===== src/rtl/hsv2rgb_pkg.sv =====
// Types, constants and helper functions for the HSV to RGB converter.
package hsv2rgb_pkg;

	typedef enum logic [2:0] {
		SECTOR_RED_YELLOW    = 3'd0,
		SECTOR_YELLOW_GREEN  = 3'd1,
		SECTOR_GREEN_CYAN    = 3'd2,
		SECTOR_CYAN_BLUE     = 3'd3,
		SECTOR_BLUE_MAGENTA  = 3'd4,
		SECTOR_MAGENTA_RED   = 3'd5
	} sector_t;

	localparam logic [18:0] HUE_SECTORS   = 19'd6;
	localparam logic [7:0]  CHANNEL_FULL  = 8'd255;
	localparam logic [16:0] HUE_ONE       = 17'd65536;
	localparam logic [24:0] TERM_ONE      = 25'd16711680;
	localparam logic [31:0] DIV255_MAGIC  = 32'h0000_8081;

	// Exact floor(x / 255) for any 16-bit x up to 65279, whose quotient fits the 8-bit result.
	function automatic logic [7:0] div255(input logic [15:0] x);
		logic [31:0] prod;
		prod = {16'b0, x} * DIV255_MAGIC;
		return prod[30:23];
	endfunction

endpackage


===== src/rtl/hsv_to_rgb_converter_top.sv =====
// HSV to RGB converter: five-stage pipeline, one pixel per clock cycle while the output is not stalled.
// An accepted input transaction passes through registers s1 to s5 in order to its output transaction.
// Throughput is one transaction per cycle while rgb_stall is low; a stage advances whenever the stage after it is free.
// The multiplier chain (hue times six, fraction times saturation, value times term, divide by 255) sets the depth.
// Reset clears all valid bits asynchronously; data registers are not reset.
module hsv_to_rgb_converter_top (
	input  logic        clk,
	input  logic        arst_n,
	input  logic        pix_valid,
	output logic        pix_stall,
	input  logic [15:0] hue,
	input  logic [7:0]  saturation,
	input  logic [7:0]  brightness,
	output logic        rgb_valid,
	input  logic        rgb_stall,
	output logic [7:0]  red,
	output logic [7:0]  green,
	output logic [7:0]  blue
);

	logic        valid_s1, valid_s2, valid_s3, valid_s4, valid_s5;
	logic        adv_s1, adv_s2, adv_s3, adv_s4, adv_s5;

	logic [18:0] h6_s1;
	logic [7:0]  sat_s1, val_s1;

	hsv2rgb_pkg::sector_t sector_s2, sector_s3, sector_s4;
	logic [23:0] fsq_s2;
	logic [24:0] fst_s2;
	logic [15:0] pprod_s2;
	logic [7:0]  val_s2, val_s3, val_s4;

	logic [15:0] xq_s3, xt_s3, xp_s3;
	logic [7:0]  p_s4, q_s4, t_s4;

	logic [7:0]  red_s5, green_s5, blue_s5;

	logic [24:0] dq, dt;
	logic [31:0] nq, nt;
	logic [16:0] frac_t;

	assign adv_s5    = !valid_s5 || !rgb_stall;
	assign adv_s4    = !valid_s4 || adv_s5;
	assign adv_s3    = !valid_s3 || adv_s4;
	assign adv_s2    = !valid_s2 || adv_s3;
	assign adv_s1    = !valid_s1 || adv_s2;
	assign pix_stall = !adv_s1;

	assign frac_t = hsv2rgb_pkg::HUE_ONE - {1'b0, h6_s1[15:0]};
	assign dq     = hsv2rgb_pkg::TERM_ONE - {1'b0, fsq_s2};
	assign dt     = hsv2rgb_pkg::TERM_ONE - fst_s2;
	assign nq     = {24'b0, val_s2} * {8'b0, dq[23:0]};
	assign nt     = {24'b0, val_s2} * {8'b0, dt[23:0]};

	always_ff @(posedge clk or negedge arst_n) begin
		if (!arst_n) begin
			valid_s1 <= 1'b0;
			valid_s2 <= 1'b0;
			valid_s3 <= 1'b0;
			valid_s4 <= 1'b0;
			valid_s5 <= 1'b0;
		end else begin
			if (adv_s1) valid_s1 <= pix_valid;
			if (adv_s2) valid_s2 <= valid_s1;
			if (adv_s3) valid_s3 <= valid_s2;
			if (adv_s4) valid_s4 <= valid_s3;
			if (adv_s5) valid_s5 <= valid_s4;
		end
	end

	always_ff @(posedge clk) begin
		if (adv_s1 && pix_valid) begin
			h6_s1  <= {3'b0, hue} * hsv2rgb_pkg::HUE_SECTORS;
			sat_s1 <= saturation;
			val_s1 <= brightness;
		end
		if (adv_s2 && valid_s1) begin
			sector_s2 <= hsv2rgb_pkg::sector_t'(h6_s1[18:16]);
			fsq_s2    <= {8'b0, h6_s1[15:0]} * {16'b0, sat_s1};
			fst_s2    <= {8'b0, frac_t} * {17'b0, sat_s1};
			pprod_s2  <= {8'b0, val_s1} * {8'b0, hsv2rgb_pkg::CHANNEL_FULL - sat_s1};
			val_s2    <= val_s1;
		end
		if (adv_s3 && valid_s2) begin
			sector_s3 <= sector_s2;
			xq_s3     <= nq[31:16];
			xt_s3     <= nt[31:16];
			xp_s3     <= pprod_s2;
			val_s3    <= val_s2;
		end
		if (adv_s4 && valid_s3) begin
			sector_s4 <= sector_s3;
			q_s4      <= hsv2rgb_pkg::div255(xq_s3);
			t_s4      <= hsv2rgb_pkg::div255(xt_s3);
			p_s4      <= hsv2rgb_pkg::div255(xp_s3);
			val_s4    <= val_s3;
		end
		if (adv_s5 && valid_s4) begin
			case (sector_s4)
				hsv2rgb_pkg::SECTOR_RED_YELLOW: begin
					red_s5 <= val_s4; green_s5 <= t_s4; blue_s5 <= p_s4;
				end
				hsv2rgb_pkg::SECTOR_YELLOW_GREEN: begin
					red_s5 <= q_s4; green_s5 <= val_s4; blue_s5 <= p_s4;
				end
				hsv2rgb_pkg::SECTOR_GREEN_CYAN: begin
					red_s5 <= p_s4; green_s5 <= val_s4; blue_s5 <= t_s4;
				end
				hsv2rgb_pkg::SECTOR_CYAN_BLUE: begin
					red_s5 <= p_s4; green_s5 <= q_s4; blue_s5 <= val_s4;
				end
				hsv2rgb_pkg::SECTOR_BLUE_MAGENTA: begin
					red_s5 <= t_s4; green_s5 <= p_s4; blue_s5 <= val_s4;
				end
				default: begin
					red_s5 <= val_s4; green_s5 <= p_s4; blue_s5 <= q_s4;
				end
			endcase
		end
	end

	assign rgb_valid = valid_s5;
	assign red       = red_s5;
	assign green     = green_s5;
	assign blue      = blue_s5;

endmodule


===== config.mk =====
export PLATFORM = sky130hd
export DESIGN_NAME = hsv_to_rgb_converter_top
export DESIGN_NICKNAME = d
export VERILOG_FILES = /design/src/rtl/hsv2rgb_pkg.sv /design/src/rtl/hsv_to_rgb_converter_top.sv
export SDC_FILE = /design/constraint.sdc
export NUM_CORES = 2
export LEC_CHECK = 0
export ABC_CLOCK_PERIOD_IN_PS = 8300
export BUFFER_PORTS_ARGS = -buffer_cell sky130_fd_sc_hd__buf_2
export CAP_MARGIN = 0
export CORE_ASPECT_RATIO = 0.7
export CORE_UTILIZATION = 50
export CTS_CLUSTER_DIAMETER = 60
export DETAILED_ROUTE_END_ITERATION = 10
export MAX_ROUTING_LAYER = met4
export PLACE_DENSITY_LB_ADDON = 0.12
export SLEW_MARGIN = 0
export SYNTH_ARGS = -nofsm -noshare
export SYNTH_HDL_FRONTEND = slang
export SYNTH_SLANG_ARGS = --single-unit

===== constraint.sdc =====
create_clock -name clk -period 8.3 [get_ports clk]
set_clock_uncertainty 0.15 [all_clocks]
set_input_delay 0.415 -clock clk [delete_from_list [all_inputs] [get_ports clk]]
set_output_delay 0.415 -clock clk [all_outputs]
set_load 0.1 [all_outputs]

After elaboration in Yosys (flattened, before gate mapping):

Index checks and enable logic that the tools add are counted.

* register bits: 232
* input bits: 36
* output and inout bits: 26
* logic and storage cells: 68

* $add $sub $neg: 4
* multipliers: 9
* equal/unequal tests: 4
* mux-type cells: 3
* reduce and logical (&&, ||, !) cells: 22

Operators with widths (count)
* $mul 16x16->31 const B: 3
* $pmux 8 s3: 3
* $mul 8x24->32: 2
* $sub 24x24->24 const A: 2
* $mul 17x8->24: 1
* $mul 15x8->23: 1
* $mul 16x2->18 const B: 1
* $sub 17x16->17 const A: 1
* $mul 8x8->16: 1
* $reduce_or 2->1: 4
* $sub 8x8->8 const A: 1
* $logic_not 1->1: 7
* $eq 3x2->1 const B: 2
* $logic_and 1x1->1: 5
* $logic_or 1x1->1: 5
* $eq 3x1->1 const B: 1
* $eq 3x3->1 const B: 1
* $logic_not 3->1: 1

Logic depth before layout (Yosys ltp):

* word-level depth: 7
* mapped depth: 25
* mapped depth without buffers: 23

Least setup slack after synthesis:

Ideal clock, no wire load.

* path kind: register to register
* start point: register fst_s2[5]
* end point: register xt_s3[15] (data pin)
* setup time: 0.261 ns
* arrival time: 5.931 ns
* required time: 7.889 ns
* setup slack: 1.958 ns
* stages on the path, launching flop included: 23
* path buffers: 1
* clock period less this slack: 6.342 ns
* path through: edfxtp_1 > or4_1 > nor2_1 > nand2_1 > clkbuf_1 > nor3_1 > xnor2_1 > and2_1 > fa_1 > fa_1 > fa_1 > inv_1 > fa_1 > inv_1 > ha_1 > a21oi_1 > o21ai_0 > a21oi_1 > nor2_1 > a211oi_1 > o31ai_1 > and3_1 > a311o_1

* cells in the longest elaborated chain, start to end: 2

Ends and longest elaborated chain
* start: declaration: RTL line hsv_to_rgb_converter_top.sv:29 `logic [24:0] fst_s2;`
* start signal: assignment: RTL line hsv_to_rgb_converter_top.sv:80 `fst_s2 <= {8'b0, frac_t} * {17'b0, sat_s1};`
* $sub 24x24->24: RTL line hsv_to_rgb_converter_top.sv:51 `assign dt = hsv2rgb_pkg::TERM_ONE - fst_s2;`
* $mul 8x24->32: RTL line hsv_to_rgb_converter_top.sv:53 `assign nt = {24'b0, val_s2} * {8'b0, dt[23:0]};`
* net nt[31]: RTL line hsv_to_rgb_converter_top.sv:39 `logic [31:0] nq, nt;`
* end signal: assignment: RTL line hsv_to_rgb_converter_top.sv:87 `xt_s3 <= nt[31:16];`
* end: declaration: RTL line hsv_to_rgb_converter_top.sv:33 `logic [15:0] xq_s3, xt_s3, xp_s3;`

The timed path passes the listed nets, and every way through them passes these cells.
A chain may end at the register's enable or synchronous reset.

Worst setup path after layout:

* start point: register fsq_s2[5]
* end point: register xq_s3[13] (data pin)

* cells in the longest elaborated chain, start to end: 2

Ends and longest elaborated chain
* start: declaration: RTL line hsv_to_rgb_converter_top.sv:28 `logic [23:0] fsq_s2;`
* start signal: assignment: RTL line hsv_to_rgb_converter_top.sv:79 `fsq_s2 <= {8'b0, h6_s1[15:0]} * {16'b0, sat_s1};`
* $sub 24x24->24: RTL line hsv_to_rgb_converter_top.sv:50 `assign dq = hsv2rgb_pkg::TERM_ONE - {1'b0, fsq_s2};`
* $mul 8x24->32: RTL line hsv_to_rgb_converter_top.sv:52 `assign nq = {24'b0, val_s2} * {8'b0, dq[23:0]};`
* net nq[29]: RTL line hsv_to_rgb_converter_top.sv:39
* end signal: assignment: RTL line hsv_to_rgb_converter_top.sv:86 `xq_s3 <= nq[31:16];`
* end: declaration: RTL line hsv_to_rgb_converter_top.sv:33

The timed path passes the listed nets, and every way through them passes these cells.

==> flow_summary_export.csv <==
group,metric,value,unit
clock_network,max-clock-path-buffers,3,
global_routing,use_met2,35.1,%
yosys,synth_top_area_cell,"fa_1",
detailed_routing,drcViolationCount,0,
job,maxCapViolations,0,
global_routing,grt_pass1_vias,23494,
clock_network,clock_latency,0.59,ns
detailed_routing,antenna_left,0,
min_path,hold_class,"input port to register",
placed_design,dp.cells,4115,
placed_design,place_area,34400,µm²
detailed_routing,vias_per_cell,5.36,
timing,period_needed,7.10,ns
yosys,syn_area_per_cell,10.2,µm²
placed_design,dpl.hpwl,60100,µm
yosys,synth_seq_area_share,20.7,%
timing,final.setup.worst_slack,1.20,ns
min_path,hp-start,"hue[1]",
global_routing,use_met1,35.9,%
floorplan,die_h,217,µm
timing,final.period_utilization,85.6,%
yosys,syn-num-nets,4159,
timing,fin_setup_tns,0,ns
placed_design,routabilityCongestion,0.864,
timing,rsz0062_at_grt,"false",
detailed_routing,wirelength,76200,µm
critical_path,cp_max_fo,8,
min_path,min_to,"h6_s1[2]",
clock_network,htreeDepth,1,
clock_network,cts_resized,0,
timing,finalHoldViolCount,0,
floorplan,design.die.area,67300,µm²
critical_path,r2r_start,"fsq_s2[5]",
final_layout,final_nets,4199,
timing,max_freq,0.141,GHz
floorplan,num_io_pins,62,
critical_path,crit_type,"register to register",
final_layout,synthToLayoutAreaGrowth,7.12,%
clock_network,cts_tree,"yes",
global_routing,grt_max_degree,73,
status,status,"completed",
yosys,synthArstFlopShare,2.18,%
detailed_routing,vias,22458,
yosys,yosys_warnings,0,
critical_path,required,8.48,ns
timing,worstMarginPinSlew,1.23,ns
yosys,synth-main-ff-cell,"edfxtp_1",
final_layout,final_cell_mix,"inv_1 (467), fa_1 (448), ha_1 (429)",
final_layout,layout.cells.most_common,"inv_1",
global_routing,antenna_found_initial,1,
detailed_routing,drt_iter0_markers,1254,
clock_network,cts.reportedPaths.clkPinSlew,0.07,ns
yosys,syn_inst,3246,
critical_path,critical_path.startpoint,"fsq_s2[5]",
detailed_routing,firstDrtPassIters,5,
critical_path,r2r_end,"xq_s3[13]",
critical_path,r2r_cells,20,
critical_path,startpoint_type,"register",
clock_network,cts_buffers,28,
final_layout,finish.instance_area,35500,µm²
floorplan,start_util,50.8,%
detailed_routing,wl_per_cell,18.2,µm
yosys,synth.distinct_cells,78,
global_routing,grt.busiest_layer,"met1",
placed_design,port_buffers,61,
yosys,synth_enable_flop_cells,224,
final_layout,drive_above_1_share,5.62,%
placed_design,pre_cts_slack,1.27,ns
clock_network,clock_sinks,229,
timing,final_max_slew_viol_count,0,
global_routing,grt_usage,24.0,%
timing,maxSlewHeadroom,18.1,%
floorplan,die_w,310,µm
critical_path,r2r_setup_slack,1.20,ns
final_layout,final_cells,4188,
global_routing,grt_use_met3,3.67,%
floorplan,placement_rows,78,
final_layout,n_antenna_cell,0,
clock_network,cts_root_buf,"clkbuf_16",
critical_path,arrival,7.28,ns
yosys,netlist.area_leader.share,27.1,%
global_routing,grt_pass1_wl,125000,µm
yosys,ys_top_cells_by_area,"fa_1 (27%), edfxtp_1 (20%), ha_1 (16%)",
yosys,yosys_register_bits,229,
global_routing,grt_remaining_overflow,0,
critical_path,cp-end-kind,"register",
timing,setup_viol,0,
floorplan,core_area,65200,µm²
yosys,netlist_area,33100,µm²
min_path,hold_path_depth,2,
[worst max-delay path by stage]
stage	slack (ns)	cells after the start	end
4_1_cts	1.22	20	xq_s3[13]
3_5_place_dp	1.27	20	xq_s3[13]
3_3_place_gp	1.34	21	xt_s3[15]
5_1_grt	0.59	20	xq_s3[13]
2_1_floorplan	1.96	22	xt_s3[15]
6_report	1.20	20	xq_s3[13]
[repair_timing]
item,4_1_cts,5_1_grt
hold endpoints to repair,24,0
setup buffers,0,0
endpoints found under the setup margin,0,0
hold buffers,21,0
[metal layers]
| layer | vias up | routed length, µm |
|---|---|---|
| met5 | - | 0 |
| met4 | 0 | 1030 |
| met3 | 74 | 4300 |
| met2 | 520 | 32000 |
| met1 | 11168 | 38900 |
| li1 | 10696 | - |
[synthesized netlist by cell type, types with 24 or more instances]
cell and n:
fa_1 448, nor2b_1 79, o21ai_0 60, nor2_1 79
clkbuf_1 92, a21oi_1 117, nor3_1 24, inv_1 467
nand2b_1 44, nand3_1 26, nand2_1 224, and2_1 425
xnor2_1 119, edfxtp_1 224, a21o_1 53, ha_1 429
xor2_1 47
[critical path: stages (launching register included)]
cell,delay (ns)
edfxtp_1,0.42
nor4_1,0.55
nand3_1,0.35
nor3_1,0.50
nor2b_1,0.11
xnor2_1,0.55
and2_1,0.24
fa_1,0.44
fa_1,0.49
fa_1,0.54
inv_1,0.05
fa_1,0.53
inv_1,0.04
ha_1,0.36
o21a_1,0.15
o21ai_0,0.08
a31oi_1,0.32
a211oi_1,0.15
o31ai_1,0.42
nor4b_1,0.12
a221o_1,0.28
[state kept, by name, summed over array words and instances (netlist names), 3 cells and up]
register	count
t_s4	8
val_s2	8
fst_s2	23
val_s4	8
fsq_s2	22
pprod_s2	16
sector_s3	3
val_s1	8
red	8
xp_s3	16
green	8
h6_s1	18
blue	8
val_s3	8
sat_s1	8
p_s4	8
xt_s3	16
q_s4	8
sector_s4	3
sector_s2	3
xq_s3	16
[logic make-up (layout without fill, tap and decap cells)]
| kind of cell | Yosys count | after routing | synth area share [%] |
|---|---|---|---|
| simple gates | 989 | 989 | 16.5 |
| fa+ha+maj | 877 | 877 | 43.3 |
| buf+inv | 567 | 629 | 6.44 |
| compound gates | 374 | 374 | 7.29 |
| flops | 229 | 229 | 20.7 |
| xor+xnor | 170 | 170 | 4.58 |
| mux | 40 | 40 | 1.28 |
[metrics by stage]
stage	hold slack, ns	util [%]
2_1_floorplan	-0.0306	-
3_5_place_dp	0.0941	52.8
6_report	0.0464	54.5
3_3_place_gp	0.0880	52.8
4_1_cts	0.00838	54.5
5_1_grt	0.0389	54.5
[area by class of cell]
type	count	area (µm²)
fill	5892	29700
sequential	229	6850
inverter	468	1760
clock buffer	28	701
clock inverter	24	203
timing repair buffer	109	718
multi-input combinational	2450	24200
tap	880	1100
Power is not shown: default switching activity piles up to over one toggle a cycle in this logic, so the estimate is an artifact.
